--- src/sv/vfpi_pkg.sv ---
// Package: widths, codes, state, command and status types for the velocity-form PI controller.
`default_nettype none
package vfpi_pkg;

    localparam int DATA_W   = 16;
    localparam int GAIN_W   = 24;
    localparam int LIMIT_W  = 15;
    localparam int KI_FRAC  = 24;
    localparam int KP_FRAC  = 16;
    localparam int CFG_IDX_W = 2;

    localparam int ERR_W    = DATA_W + 1;
    localparam int DS_W     = DATA_W + 2;
    localparam int INNER_W  = DATA_W + 3;
    localparam int PROD_W   = GAIN_W + INNER_W;
    localparam int PTERM_W  = PROD_W - KP_FRAC;
    localparam int RAW_W    = PTERM_W + 1;

    localparam logic [GAIN_W-1:0]  KP_RST    = GAIN_W'(65536);
    localparam logic [GAIN_W-1:0]  KI_T_RST  = '0;
    localparam logic [LIMIT_W-1:0] LIMIT_RST = LIMIT_W'(32767);

    localparam logic [CFG_IDX_W-1:0] CFG_KP    = CFG_IDX_W'(0);
    localparam logic [CFG_IDX_W-1:0] CFG_KI_T  = CFG_IDX_W'(1);
    localparam logic [CFG_IDX_W-1:0] CFG_LIMIT = CFG_IDX_W'(2);

    typedef enum logic [1:0] {
        ST_IDLE,
        ST_MUL_I,
        ST_MUL_P,
        ST_DONE
    } t_state;

    typedef struct packed {
        logic load;
        logic mul_i;
        logic mul_p;
        logic finish;
    } t_cmd;

    typedef struct packed {
        logic out_busy;
    } t_status;

endpackage
`default_nettype wire

--- src/sv/vfpi_datapath.sv ---
// Datapath: config registers, error terms, shared multiplier, clamp and output register.
`default_nettype none
module vfpi_datapath
    import vfpi_pkg::*;
(
    input  wire logic                     i_clk,
    input  wire logic                     i_rst_n,
    input  wire logic                     i_cfg_we,
    input  wire logic [CFG_IDX_W-1:0]     i_cfg_idx,
    input  wire logic [GAIN_W-1:0]        i_cfg_data,
    input  wire t_cmd                     i_cmd,
    input  wire logic signed [DATA_W-1:0] i_setpoint,
    input  wire logic signed [DATA_W-1:0] i_measurement,
    input  wire logic                     i_out_ready,
    output t_status                       o_status,
    output logic                          o_out_valid,
    output logic signed [DATA_W-1:0]      o_drive,
    output logic                          o_clamped
);

    localparam logic signed [RAW_W-1:0] MAX_POS = RAW_W'((64'd1 << (DATA_W - 1)) - 64'd1);

    logic [GAIN_W-1:0]         r_kp;
    logic [GAIN_W-1:0]         r_ki_t;
    logic [LIMIT_W-1:0]        r_limit;
    logic signed [DATA_W-1:0]  r_prev_drive;
    logic signed [ERR_W-1:0]   r_prev_err;
    logic signed [DS_W-1:0]    r_diff;
    logic signed [DS_W-1:0]    r_sum;
    logic signed [PROD_W-1:0]  r_prod;
    logic                      r_out_valid;
    logic signed [DATA_W-1:0]  r_drive;
    logic                      r_clamped;

    logic signed [ERR_W-1:0]         err;
    logic signed [DS_W-1:0]          iterm;
    logic signed [INNER_W-1:0]       inner;
    logic [GAIN_W-1:0]               mul_a;
    logic signed [INNER_W-1:0]       mul_b;
    logic signed [GAIN_W+INNER_W:0]  prod_full;
    logic signed [PTERM_W-1:0]       pterm;
    logic signed [RAW_W-1:0]         raw;
    logic signed [RAW_W-1:0]         lim;
    logic signed [RAW_W-1:0]         sat;
    logic                            clip;

    always_comb begin
        err   = $signed({i_setpoint[DATA_W-1], i_setpoint})
              - $signed({i_measurement[DATA_W-1], i_measurement});
        iterm = r_prod[KI_FRAC+DS_W-1:KI_FRAC];
        inner = $signed({r_diff[DS_W-1], r_diff}) + $signed({iterm[DS_W-1], iterm});
        mul_a = i_cmd.mul_i ? r_ki_t : r_kp;
        mul_b = i_cmd.mul_i ? $signed({r_sum[DS_W-1], r_sum}) : inner;
        prod_full = $signed({1'b0, mul_a}) * mul_b;
        pterm = r_prod[PROD_W-1:KP_FRAC];
        raw   = $signed({{(RAW_W-DATA_W){r_prev_drive[DATA_W-1]}}, r_prev_drive})
              + $signed({pterm[PTERM_W-1], pterm});
        lim   = $signed({{(RAW_W-LIMIT_W){1'b0}}, r_limit});
        if (lim > MAX_POS) begin
            lim = MAX_POS;
        end
        sat  = raw;
        clip = 1'b0;
        if (raw > lim) begin
            sat  = lim;
            clip = 1'b1;
        end else if (raw < -lim) begin
            sat  = -lim;
            clip = 1'b1;
        end
    end

    always_ff @(posedge i_clk) begin
        if (!i_rst_n) begin
            r_kp    <= KP_RST;
            r_ki_t  <= KI_T_RST;
            r_limit <= LIMIT_RST;
        end else if (i_cfg_we) begin
            case (i_cfg_idx)
                CFG_KP:    r_kp    <= i_cfg_data;
                CFG_KI_T:  r_ki_t  <= i_cfg_data;
                CFG_LIMIT: r_limit <= i_cfg_data[LIMIT_W-1:0];
                default: ;
            endcase
        end
    end

    always_ff @(posedge i_clk) begin
        if (!i_rst_n) begin
            r_prev_drive <= '0;
            r_prev_err   <= '0;
            r_out_valid  <= 1'b0;
        end else begin
            if (i_cmd.load) begin
                r_prev_err <= err;
            end
            if (i_cmd.finish) begin
                r_prev_drive <= sat[DATA_W-1:0];
                r_out_valid  <= 1'b1;
            end else if (i_out_ready) begin
                r_out_valid  <= 1'b0;
            end
        end
    end

    always_ff @(posedge i_clk) begin
        if (i_cmd.load) begin
            r_diff <= $signed({err[ERR_W-1], err}) - $signed({r_prev_err[ERR_W-1], r_prev_err});
            r_sum  <= $signed({err[ERR_W-1], err}) + $signed({r_prev_err[ERR_W-1], r_prev_err});
        end
        if (i_cmd.mul_i || i_cmd.mul_p) begin
            r_prod <= prod_full[PROD_W-1:0];
        end
        if (i_cmd.finish) begin
            r_drive   <= sat[DATA_W-1:0];
            r_clamped <= clip;
        end
    end

    assign o_status.out_busy = r_out_valid && !i_out_ready;
    assign o_out_valid       = r_out_valid;
    assign o_drive           = r_drive;
    assign o_clamped         = r_clamped;

endmodule
`default_nettype wire

--- config.mk ---
export PLATFORM = sky130hd
export DESIGN_NAME = vfpi_datapath
export DESIGN_NICKNAME = d
export VERILOG_FILES = /design/src/sv/vfpi_pkg.sv /design/src/sv/vfpi_datapath.sv
export SDC_FILE = /design/constraint.sdc
export NUM_CORES = 2
export LEC_CHECK = 0
export ABC_AREA = 0
export ABC_CLOCK_PERIOD_IN_PS = 11100
export BUFFER_PORTS_ARGS = -buffer_cell sky130_fd_sc_hd__buf_2
export CORE_UTILIZATION = 59
export DETAILED_ROUTE_END_ITERATION = 6
export PLACE_DENSITY = 0.79
export RECOVER_POWER = 25
export SLEW_MARGIN = 10
export SYNTH_ARGS = -nofsm -noshare
export SYNTH_HDL_FRONTEND = slang
export SYNTH_SLANG_ARGS = --single-unit
--- constraint.sdc ---
create_clock -name i_clk -period 11.1 [get_ports i_clk]
set_clock_uncertainty 0.1 [all_clocks]
set_input_delay 2.775 -clock i_clk [delete_from_list [all_inputs] [get_ports i_clk]]
set_output_delay 2.775 -clock i_clk [all_outputs]
set_load 0.02 [all_outputs]
==> impl_metrics.py <==
metrics = {
    "placed_design": {
        "place_ws_ns": 0.3522,
        "finalWeightedCongestion": 1.026,
        "dp_hpwl_mm": 63.12,
        "placed_area_um2": 28100,
        "port_buffers": 84,
    },
    "clocking": {
        "cts_tree": "done",
        "post_cts_resize_count": 0,
        "cts.sinks": 176,
        "path_clk_slew_ns": 0.08,
        "clk_latency_ns": 0.46,
        "hold_buffers": 0,
        "clockBufferDepth": 2,
        "h-tree-depth": 4,
        "root_buffer": "clkbuf_16",
        "post-cts-setup-buffers": 0,
        "cts_buffers": 17,
    },
    "power": {
        "vdd_ir_drop_max_uv": 275.9,
        "p_leak_nw": 14.11,
        "total_power_mw": 8.718,
        "power_density_nw_per_um2": 304.2,
    },
    "synth": {
        "synth_area_per_cell_um2": 8.630,
        "yosysMostFrequentCell": "inv_1",
        "synth_compound_area_frac": 0.1269,
        "synthAdderAreaFrac": 0.4204,
        "synth_cell_types": 74,
        "synth.cell_area_um2": 26850,
        "syn-num-nets": 3853,
        "synthTopCellsByArea": "fa_1 (28%), ha_1 (14%), edfxtp_1 (8.8%)",
        "synth_warnings": 0,
        "synth_ff_type": "dfxtp_1",
        "yosysTopAreaCell": "fa_1",
        "synth_common_cells": "inv_1 (526), nand2_1 (475), fa_1 (377)",
        "synthMuxAreaShare": 0.01473,
        "synth-xor-area-share": 0.03295,
        "synth_seq_cells": 176,
        "synth_edf_count": 79,
        "synthSimpleGateAreaFrac": 0.1528,
        "synth_top_area_share": 0.2811,
        "syn_inst": 3111,
        "seq_area_frac_synth": 0.1607,
        "synth_top_family_by_area": "adder cells",
        "async_flop_share": 0,
    },
    "sta": {
        "final.setup.tns_ns": 0,
        "slew_violations": 135,
        "fmax_mhz": 96.01,
        "setup_viol": 0,
        "layout_setup_ws_ns": 0.6841,
        "worst_pin_slew_ns": 3.158,
        "rsz0062_at_grt": "no",
        "post-route-min-period_ns": 10.42,
        "fin_crit_sh": 0.9384,
        "slew-limit-headroom": -1.106,
        "final_hold_viol_count": 0,
    },
    "critical_path": {
        "crit_slowest_cell": "edfxtp_1",
        "reg2reg_from": "r_diff[0]",
        "path_class": "flop to flop",
        "cp.required_ns": 11.19,
        "worstRegToRegCells": 33,
        "cp_common_cell": "fa_1",
        "cp_num_buf_inv": 3,
        "path_max_fanout": 23,
        "rrSetupSlack_ns": 0.68,
        "r2r-end": "r_prod[42]",
        "cp-end-kind": "flop",
        "crit_arrival_ns": 10.51,
        "cp_top_family": "adder cells",
        "start_kind": "flop",
        "cp_slowest_stage_delay_ns": 0.57,
    },
    "final_layout": {
        "finalInstanceArea_um2": 28660,
        "drive_above_1_share": 0.06860,
        "nets": 3907,
        "fin_util": 0.6439,
        "area_growth_pct": 6.753,
    },
    "global_routing": {
        "grt_pass1_vias": 22810,
        "antenna_found_initial": 4,
        "grt_start_max_net_pins": 68,
        "grt_pass1_wl_mm": 122.8,
        "track_usage": 0.3424,
        "grt_overflow": 0,
    },
    "floorplan": {
        "die_h_um": 215.3,
        "dieArea_um2": 46360,
        "num_rows": 77,
        "die_x_um": 215.3,
        "core-area_um2": 44510,
        "io_pins": 85,
        "initial_core_util": 0.6032,
    },
    "outcome": {
        "status": "finished, violations left",
        "violations": "max-capacitance violations, max-slew violations",
    },
    "drt": {
        "drt-pass1-iter-count": 6,
        "ant_nets": 0,
        "wl_mm": 76.95,
        "viasPerCell": 5.915,
        "vias": 22320,
        "avgRoutedWirePerCell_um": 20.39,
        "drcViolationCount": 0,
        "drt_iter0_drc": 1874,
    },
    "min_path": {
        "hp-class": "flop to flop",
        "hold_depth": 2,
        "holdPathEnd": "r_kp[0]",
        "hold_path_startpoint": "r_kp[0]",
    },
    "flow_run": {
        "cap_violations": 3,
    },
}
-- tightest hold or removal path, stage by stage (launching register included) --
cell and delay [ns]:
dfxtp_1 0.32, nand2_1 0.05, a21oi_1 0.05
-- where the power goes --
part           leakage [nW]  total, mW  internal [mW]  switching (mW)
Combinational          12.2       6.96           2.56            4.40
Clock                 0.285      0.602          0.309           0.293
Sequential             1.58       1.15           1.02           0.134
Total                  14.1       8.72           3.89            4.83
-- cells in the final DEF, fill, tap and decap left out, types with 14 or more instances in the layout --
cell / n
nand3_1: 28
xnor2_1: 77
and2_1: 27
o21bai_1: 16
dfxtp_1: 97
a21oi_1: 169
nor3_1: 37
clkbuf_16: 17
and3_1: 14
a22oi_1: 16
xor2_1: 24
a22o_1: 15
a31oi_1: 15
ha_1: 299
nand2_1: 475
mux2i_1: 34
nand2b_1: 17
nor2b_1: 48
o21ai_0: 64
edfxtp_1: 79
nor2_1: 243
a21o_1: 63
buf_4: 69
fa_1: 377
o21ai_1: 30
inv_1: 525
buf_2: 82
o21a_1: 19
o211ai_1: 19
nand4_1: 15
-- worst max path at each step --
stage	endpoint	depth (start not counted)	start
after floorplan	r_prod[32]	30	i_cmd[2]
after global placement	r_prod[32]	27	i_cmd[2]
after detailed placement	r_prod[32]	27	i_cmd[2]
after CTS	r_prod[32]	27	i_cmd[2]
after global routing	r_prod[32]	36	r_diff[0]
final	r_prod[42]	33	r_diff[0]
-- logic make-up after synthesis --
family	count (synthesis)
and+or+nand+nor	947
adders and majority gates	676
buffers and inverters	648
AOI/OAI and AO/OA	524
DFF	176
xor gates and xnor gates	101
muxes	39
-- flip-flops by register name, summed over array words and instances (netlist names) --
name and count:
r_prod 27, r_ki_t 24, r_kp 24, r_diff 18, r_prev_err 17, r_sum 17
o_drive 16, r_prev_drive 16, r_limit 15, o_clamped 1, o_out_valid 1
-- layer usage --
layer | vias to the layer above | share of wire | global-route usage
met5 | - | 0.00018 | 0
met4 | 2 | 0.050 | 0.1582
met3 | 206 | 0.073 | 0.05067
met2 | 1000 | 0.48 | 0.5711
met1 | 10940 | 0.40 | 0.4393
li1 | 10160 | - | -
-- through the flow --
step,hold WS [ns],std cells
after floorplan,0.3318,3111
after global placement,0.3395,3738
after detailed placement,0.3463,3738
after CTS,0.3573,3770
after global routing,0.3748,3773
final,0.3641,3773
-- final cells by class --
type                            instances  area, um2
Fill cell                            3784      15850
Clock buffer                           20      456.7
Tap cell                              592      740.7
Multi-Input combinational cell       2287      20090
Antenna cell                            3      7.507
Sequential cell                       176       4314
Inverter                              527       1978
Timing Repair Buffer                  156      963.4
Clock inverter                         12      110.1
Note: power is estimated with default switching activity, not from simulation.
