**src/sv/vfpi_pkg.sv**
```systemverilog
// Package: widths, codes, state, command and status types for the velocity-form PI controller.
`default_nettype none
package vfpi_pkg;

    localparam int DATA_W   = 16;
    localparam int GAIN_W   = 24;
    localparam int LIMIT_W  = 15;
    localparam int KI_FRAC  = 24;
    localparam int KP_FRAC  = 16;
    localparam int CFG_IDX_W = 2;

    localparam int ERR_W    = DATA_W + 1;
    localparam int DS_W     = DATA_W + 2;
    localparam int INNER_W  = DATA_W + 3;
    localparam int PROD_W   = GAIN_W + INNER_W;
    localparam int PTERM_W  = PROD_W - KP_FRAC;
    localparam int RAW_W    = PTERM_W + 1;

    localparam logic [GAIN_W-1:0]  KP_RST    = GAIN_W'(65536);
    localparam logic [GAIN_W-1:0]  KI_T_RST  = '0;
    localparam logic [LIMIT_W-1:0] LIMIT_RST = LIMIT_W'(32767);

    localparam logic [CFG_IDX_W-1:0] CFG_KP    = CFG_IDX_W'(0);
    localparam logic [CFG_IDX_W-1:0] CFG_KI_T  = CFG_IDX_W'(1);
    localparam logic [CFG_IDX_W-1:0] CFG_LIMIT = CFG_IDX_W'(2);

    typedef enum logic [1:0] {
        ST_IDLE,
        ST_MUL_I,
        ST_MUL_P,
        ST_DONE
    } t_state;

    typedef struct packed {
        logic load;
        logic mul_i;
        logic mul_p;
        logic finish;
    } t_cmd;

    typedef struct packed {
        logic out_busy;
    } t_status;

endpackage
`default_nettype wire

```
**src/sv/vfpi_ctrl.sv**
```systemverilog
// Controller: sequences load, two shared-multiplier steps and the finish step.
`default_nettype none
module vfpi_ctrl
    import vfpi_pkg::*;
(
    input  wire logic    i_clk,
    input  wire logic    i_rst_n,
    input  wire logic    i_in_valid,
    input  wire t_status i_status,
    output logic         o_in_ready,
    output t_cmd         o_cmd
);

    t_state r_state;
    t_state n_state;

    always_ff @(posedge i_clk) begin
        if (!i_rst_n) begin
            r_state <= ST_IDLE;
        end else begin
            r_state <= n_state;
        end
    end

    always_comb begin
        n_state = r_state;
        case (r_state)
            ST_IDLE: begin
                if (i_in_valid) begin
                    n_state = ST_MUL_I;
                end
            end
            ST_MUL_I: n_state = ST_MUL_P;
            ST_MUL_P: n_state = ST_DONE;
            ST_DONE: begin
                if (!i_status.out_busy) begin
                    n_state = ST_IDLE;
                end
            end
            default: n_state = ST_IDLE;
        endcase
    end

    always_comb begin
        o_in_ready   = (r_state == ST_IDLE);
        o_cmd.load   = (r_state == ST_IDLE) && i_in_valid;
        o_cmd.mul_i  = (r_state == ST_MUL_I);
        o_cmd.mul_p  = (r_state == ST_MUL_P);
        o_cmd.finish = (r_state == ST_DONE) && !i_status.out_busy;
    end

endmodule
`default_nettype wire

```
**config.mk**
```make
export PLATFORM = sky130hd
export DESIGN_NAME = vfpi_ctrl
export DESIGN_NICKNAME = d
export VERILOG_FILES = /design/src/sv/vfpi_pkg.sv /design/src/sv/vfpi_ctrl.sv
export SDC_FILE = /design/constraint.sdc
export NUM_CORES = 1
export LEC_CHECK = 0
export ABC_AREA = 0
export ABC_CLOCK_PERIOD_IN_PS = 1200
export BUFFER_PORTS_ARGS = -buffer_cell sky130_fd_sc_hd__buf_2
export CAP_MARGIN = 0
export CORE_AREA = 2 2 39 41
export DETAILED_ROUTE_END_ITERATION = 8
export DIE_AREA = 0 0 41 43
export PLACE_DENSITY = 0.37
export REMOVE_ABC_BUFFERS = 1
export SLEW_MARGIN = 10
export SYNTH_ARGS = -nofsm -noshare
export SYNTH_HDL_FRONTEND = slang
export SYNTH_SLANG_ARGS = --single-unit
export TNS_END_PERCENT = 30
```
**constraint.sdc**
```tcl
create_clock -name i_clk -period 1.2 [get_ports i_clk]
set_clock_uncertainty 0.1 [all_clocks]
set_input_delay 0.36 -clock i_clk [delete_from_list [all_inputs] [get_ports i_clk]]
set_output_delay 0.36 -clock i_clk [all_outputs]
set_load 0.02 [all_outputs]
```
==> impl_metrics.csv, run 1 <==
group,metric,value,unit
place,port-buffer-count,8,
cts,tritoncts.num_buffers,3,
timing,fin_crit,1510,ps
grt,grt_first_pass_wirelength,745,microns
drt,drt_iter0_drc,0,
drt,detailroute.via_count,192,
timing,rsz0062_at_grt,"yes",
worst_setup_path,worst_setup_path_end_kind,"primary output",
logic_synthesis,syn-instance-count,17,
floorplan,core.rowCount,14,
drt,post_drt_wl_per_cell,9.21,microns
finish,final_core_util,30.4,%
finish,biggestRegsByFlops,"r_state (2)",
worst_setup_path,regToRegSetupSlack,-170,ps
drt,drc,0,
timing,post-route-period-util,126,%
place,globalplace.congestion,0.575,
cts,numClockSinks,2,
worst_setup_path,worstPathMaxFanout,4,
finish,area_growth_syn_to_layout,155,%
floorplan,pin_count,9,
cts,insertion_delay,220,ps
pwr,vdd_ir_drop_max,0.000936,V
floorplan,fp.dieW,41,microns
floorplan,floorplan.core_area,0.00138,sq mm
cts,cell_at_the_root_of_the_clock_tree,"sky130_fd_sc_hd__clkbuf_4",
drt,drtPass1Iterations,1,
worst_setup_path,criticalPathCategory,"flop to primary output",
logic_synthesis,postSynthRegisterBits,2,
grt,number_of_antenna_violations_at_the_first_check_in_global_routing,0,
worst_hold_path,hold_path.class,"primary input to flop",
drt,totalWireLength,488,microns
finish,nNetsFinal,47,
finish,max_flop_register,"r_state",
timing,finalSetupViolations,7,
grt,grt_max_degree,5,
timing,post-route-worst-setup-slack,-308,ps
finish,final_layout_size_suffix_gt1_share,83.8,%
logic_synthesis,synth.cell_area,165,sq um
flow_run,drv.max_cap_violation_count,0,
pwr,cellLeakagePower,0.201,nW
place,hpwlAfterDp,322,microns
grt,gr-total-overflow,0,
timing,maxSlewViolCount,0,
floorplan,chipHeight,43,microns
timing,tightestPinTransition,189,ps
status,outcome,"complete, but fails checks",
grt,globalRouteTotalUtil,6.61,%
timing,hold_viol,0,
logic_synthesis,synth-warning-count,0,
cts,cts_tree,"built",
pwr,power.density,2190,mW/mm^2
drt,ratio_of_routed_vias_to_standard_cells,3.62,
timing,totalNegativeSetupSlack,-1720,ps
status,violations,"negative setup slack",
cts,htreeDepth,1,
logic_synthesis,post_synth.cell_area_avg,9.72,sq um
cts,cts_hold_buf,0,
finish,insertedDiodeCount,0,
timing,slew_headroom,87.4,%
worst_setup_path,worst_ep_required_time,740,ps
cts,clk_pin_slew,30,ps
timing,achievable-frequency,663,MHz
cts,clock_path_buffers,2,
finish,largest_reg_flops,2,
pwr,design_power_total,921,uW
floorplan,die-area,0.00176,sq mm
logic_synthesis,yosysSeqAreaShare,24.2,%
worst_setup_path,crit_path_launch_type,"flop",
worst_setup_path,cp_data_arrival_time,1050,ps
drt,detail-route-antenna-nets,0,
grt,first_global_vias,209,
logic_synthesis,number_of_distinct_standard_cells_referenced_by_the_synthesized_netlist,10,
floorplan,floorplan.initialDensity,11.9,%
## worst max-delay path, cell delays in order (launching register included)
cell and delay, ps:
sky130_fd_sc_hd__dfxtp_4 370, sky130_fd_sc_hd__inv_4 50, sky130_fd_sc_hd__ha_4 150, sky130_fd_sc_hd__and2_4 130
sky130_fd_sc_hd__buf_6 120
## cells in the mapped netlist, drive strengths merged
| library cell | instances | share of area (%) |
|---|---|---|
| ha | 4 | 30 |
| a22oi | 1 | 7.6 |
| o211a | 1 | 6.1 |
| a211o | 1 | 5.3 |
| and2b | 1 | 5.3 |
| mux2i | 1 | 6.1 |
| nand2 | 2 | 4.5 |
| dfxtp | 2 | 24 |
| and2 | 1 | 3.8 |
| inv | 3 | 6.8 |
## area by class of cell
class	count	area [sq um]
Timing Repair Buffer	17	148
Tap cell	16	20.0
Fill cell	140	963
Clock buffer	3	22.5
Sequential cell	2	47.5
Inverter	3	16.3
Multi-Input combinational cell	12	166
## path summary, 6_finish.rpt
kind / start / endpoint / depth (start not counted)
worst max-delay path: r_state[0]$_SDFFE_PN0P_ / o_cmd[3] / 4
worst min-delay path: i_rst_n / r_state[0]$_SDFFE_PN0P_ / 2
worst max register to register: r_state[0]$_SDFFE_PN0P_ / r_state[0]$_SDFFE_PN0P_ / 6
worst min register to register: r_state[0]$_SDFFE_PN0P_ / r_state[0]$_SDFFE_PN0P_ / 1
## layout by cell type (no fill, tap or decap), types with 2 or more instances in the layout
cell / n
sky130_fd_sc_hd__buf_6: 8
sky130_fd_sc_hd__buf_4: 5
sky130_fd_sc_hd__ha_4: 4
sky130_fd_sc_hd__buf_2: 4
sky130_fd_sc_hd__clkbuf_4: 3
sky130_fd_sc_hd__inv_4: 2
sky130_fd_sc_hd__nand2_1: 2
sky130_fd_sc_hd__dfxtp_4: 2
## layer usage
metal  GRT usage, %  up-vias  routed length, microns
met5              0        -                       0
met4           4.00        0                       0
met3           4.71        0                      38
met2           9.38        9                     227
met1           6.71       86                     222
li1               -       97                       -
## timing repair
action | in CTS | in global routing
endpoints found under the setup margin | 7 | 7
buffers inserted | 4 | 1
pin swaps | 3 | 3
resized for setup | 27 | 2
## per-stage QoR
| step | setup WS (ps) | std cells | instance area (sq um) | hold slack [ps] |
|---|---|---|---|---|
| floorplan | -245 | 17 | 165 | 368 |
| global placement | -197 | 45 | 255 | 388 |
| detailed placement | -224 | 45 | 255 | 410 |
| CTS | -318 | 52 | 405 | 283 |
| global route | -351 | 53 | 420 | 310 |
| finish | -308 | 53 | 420 | 308 |
## power breakdown
part	internal, mW	switching [mW]	leakage (nW)
clock	0.110	0.0371	0.0138
sequential	0.106	0.0484	0.0178
combinational	0.361	0.258	0.169
## logic make-up after synthesis
group	share of synthesized area, %
fa+ha+maj	30.3
simple gates	13.6
compound gates	18.9
buf+inv	6.82
flops	24.2
mux	6.06
No activity file was read; power rests on OpenSTA's default activity.
==> inputs of run 2 (changes only) <==
ABC_CLOCK_PERIOD_IN_PS = 1300   (was 1200)
clock period = 1.3 ns   (was 1.2 ns; I/O delays follow)
==> run 2 against run 1 <==
  * The flow still finishes with violations (negative setup slack)
  * Highest routed layer unchanged
  * Core utilization is 1.6 points lower
  * Cell count is 3.8% lower
  * Critical path type unchanged
  * Hold slack better by 26 ps
  * Register-to-register slack better by 200 ps
  * First-iteration DRC count is 3 higher
  * Critical endpoint unchanged
  * Total power is 14% lower
  * Largest cell class unchanged
  * Combinational power is 16% lower
==> impl_metrics.csv, run 2 (synthesis gave the netlist of run 1 again) <==
group,metric,value,unit
pwr,power.density,2000,mW/mm^2
pwr,netSwitchingFraction,38.5,%
drt,drtPass1Iterations,4,
grt,grt_first_pass_wirelength,807,microns
grt,globalRouteMet1Util,6.37,%
status,violations,"negative setup slack",
pwr,clock_power_share,16.8,%
finish,layout_commonest_cell,"sky130_fd_sc_hd__buf_6",
finish,max_flop_register,"r_state",
cts,clk_pin_slew,30,ps
floorplan,chipHeight,43,microns
worst_setup_path,worstPathMaxFanout,4,
status,outcome,"complete, but fails checks",
grt,use_met2,12.2,%
worst_setup_path,cp_data_arrival_time,1050,ps
cts,insertion_delay,220,ps
pwr,switching_power,306,uW
timing,post-route-period-util,119,%
timing,fin_crit,1540,ps
worst_setup_path,crit_path_launch_type,"flop",
drt,drc,0,
floorplan,die-area,0.00176,sq mm
worst_setup_path,timing.reg2reg.worst_path_depth,5,
floorplan,floorplan.core_area,0.00138,sq mm
grt,gr-usage-met3,3.14,%
worst_setup_path,criticalPathCategory,"flop to primary output",
drt,drt_iter0_drc,3,
worst_setup_path,regToRegSetupSlack,30,ps
worst_hold_path,holdPathStages,2,
finish,most-common-layout-cells,"6 x sky130_fd_sc_hd__buf_6, 5 x sky130_fd_sc_hd__buf_4, 4 x sky130_fd_sc_hd__ha_4, 4 x sky130_fd_sc_hd__buf_2, 3 x sky130_fd_sc_hd__clkbuf_4",
grt,grt_busiest_layer,"met2",
timing,slew_headroom,87.0,%
pwr,cellLeakagePower,0.189,nW
cts,htreeDepth,1,
flow_run,drv.max_cap_violation_count,0,
worst_setup_path,worstReg2RegStart,"r_state[0]$_SDFFE_PN0P_",
pwr,seq_power_share,18.0,%
finish,final_layout_size_suffix_gt1_share,82.9,%
drt,detailroute.via_count,193,
cts,cell_at_the_root_of_the_clock_tree,"sky130_fd_sc_hd__clkbuf_4",
timing,finalSetupViolations,5,
finish,insertedDiodeCount,0,
worst_hold_path,hold_end,"r_state[0]$_SDFFE_PN0P_",
timing,post-route-worst-setup-slack,-241,ps
floorplan,fp.dieW,41,microns
grt,number_of_antenna_violations_at_the_first_check_in_global_routing,0,
cts,numClockSinks,2,
pwr,cellInternalPower,490,uW
cts,tritoncts.num_buffers,3,
finish,biggestRegsByFlops,"r_state (2)",
timing,achievable-frequency,649,MHz
pwr,power.combinational.fraction,65.2,%
timing,hold_viol,0,
drt,ratio_of_routed_vias_to_standard_cells,3.78,
place,port-buffer-count,8,
place,globalplace.congestion,0.585,
timing,tightestPinTransition,194,ps
finish,largest_reg_flops,2,
floorplan,floorplan.initialDensity,11.9,%
worst_setup_path,regToRegEndpoint,"r_state[0]$_SDFFE_PN0P_",
cts,cts_tree,"built",
grt,globalRouteTotalUtil,7.11,%
drt,totalWireLength,475,microns
worst_hold_path,hold_path_startpoint,"i_rst_n",
pwr,vdd_ir_drop_max,0.000730,V
timing,rsz0062_at_grt,"yes",
grt,first_global_vias,210,
finish,final_core_util,28.8,%
finish,finish.instance_area,398,sq um
finish,fillers,154,
finish,nNetsFinal,45,
place,hpwlAfterDp,338,microns
grt,grt_max_degree,5,
cts,cts_hold_buf,0,
finish,area_growth_syn_to_layout,141,%
worst_setup_path,worst_setup_path_end_kind,"primary output",
floorplan,pin_count,9,
timing,maxSlewViolCount,0,
worst_hold_path,hold_path.class,"primary input to flop",
drt,post_drt_wl_per_cell,9.31,microns
grt,gr-total-overflow,0,
floorplan,core.rowCount,14,
worst_setup_path,worst_ep_required_time,810,ps
place,dpl_cell_area,270,sq um
worst_setup_path,worst_setup_path_startpoint,"r_state[0]$_SDFFE_PN0P_",
drt,detail-route-antenna-nets,0,
cts,clock_path_buffers,2,
[run 2: power groups by stage]
stage	Clock, mW	Combinational (mW)	Sequential [mW]
6_report	0.134	0.519	0.143
5_1_grt	0.151	0.570	0.148
4_1_cts	0.145	0.510	0.143
3_5_place_dp	0	0.358	0.110
3_3_place_gp	0	0.346	0.106
2_1_floorplan	0	0.208	0.104
[run 2: repair_timing]
| item | 4_1_cts | 5_1_grt |
|---|---|---|
| gates resized for setup | 26 | 1 |
| setup endpoints to repair | 7 | 7 |
| pin swaps | 2 | 4 |
| hold endpoints to repair | 0 | 0 |
| setup buffers | 1 | 0 |
[run 2: area by class of cell]
class	count	area (sq um)	share of cell area (%)
Clock buffer	3	22.5	5.66
Inverter	3	16.3	4.09
Multi-Input combinational cell	12	166	41.8
Sequential cell	2	47.5	11.9
Tap cell	16	20.0	5.03
Timing Repair Buffer	15	125	31.4
[run 2: worst max path at each step]
stage,end,depth (start not counted)
3_3_place_gp,o_cmd[3],4
4_1_cts,o_cmd[0],3
6_report,o_cmd[3],4
2_1_floorplan,o_cmd[3],3
5_1_grt,o_cmd[3],4
3_5_place_dp,o_cmd[3],4
[run 2: critical path, cell delays in order, from the launching register on]
cell and delay (ps):
sky130_fd_sc_hd__dfxtp_4 370, sky130_fd_sc_hd__inv_4 50, sky130_fd_sc_hd__ha_4 160, sky130_fd_sc_hd__and2_4 130
sky130_fd_sc_hd__buf_6 120
[run 2: per-layer routing]
layer / wire (microns) / part of all wire, %
met2: 240 / 51
met5: 0 / 0
met3: 35 / 7.4
met1: 199 / 42
met4: 0 / 0
[run 2: metrics by stage]
stage                     total power [mW]  TNS [ps]  instances  hold slack, ps  setup WS [ps]
after floorplan                      0.311      -201         17             368           -175
after global placement               0.452      -381         47             391           -109
after detailed placement             0.467      -653         47             398           -157
after CTS                            0.799     -1120         51             309           -254
after global routing                 0.869     -1280         51             344           -288
final                                0.796     -1040         51             334           -241
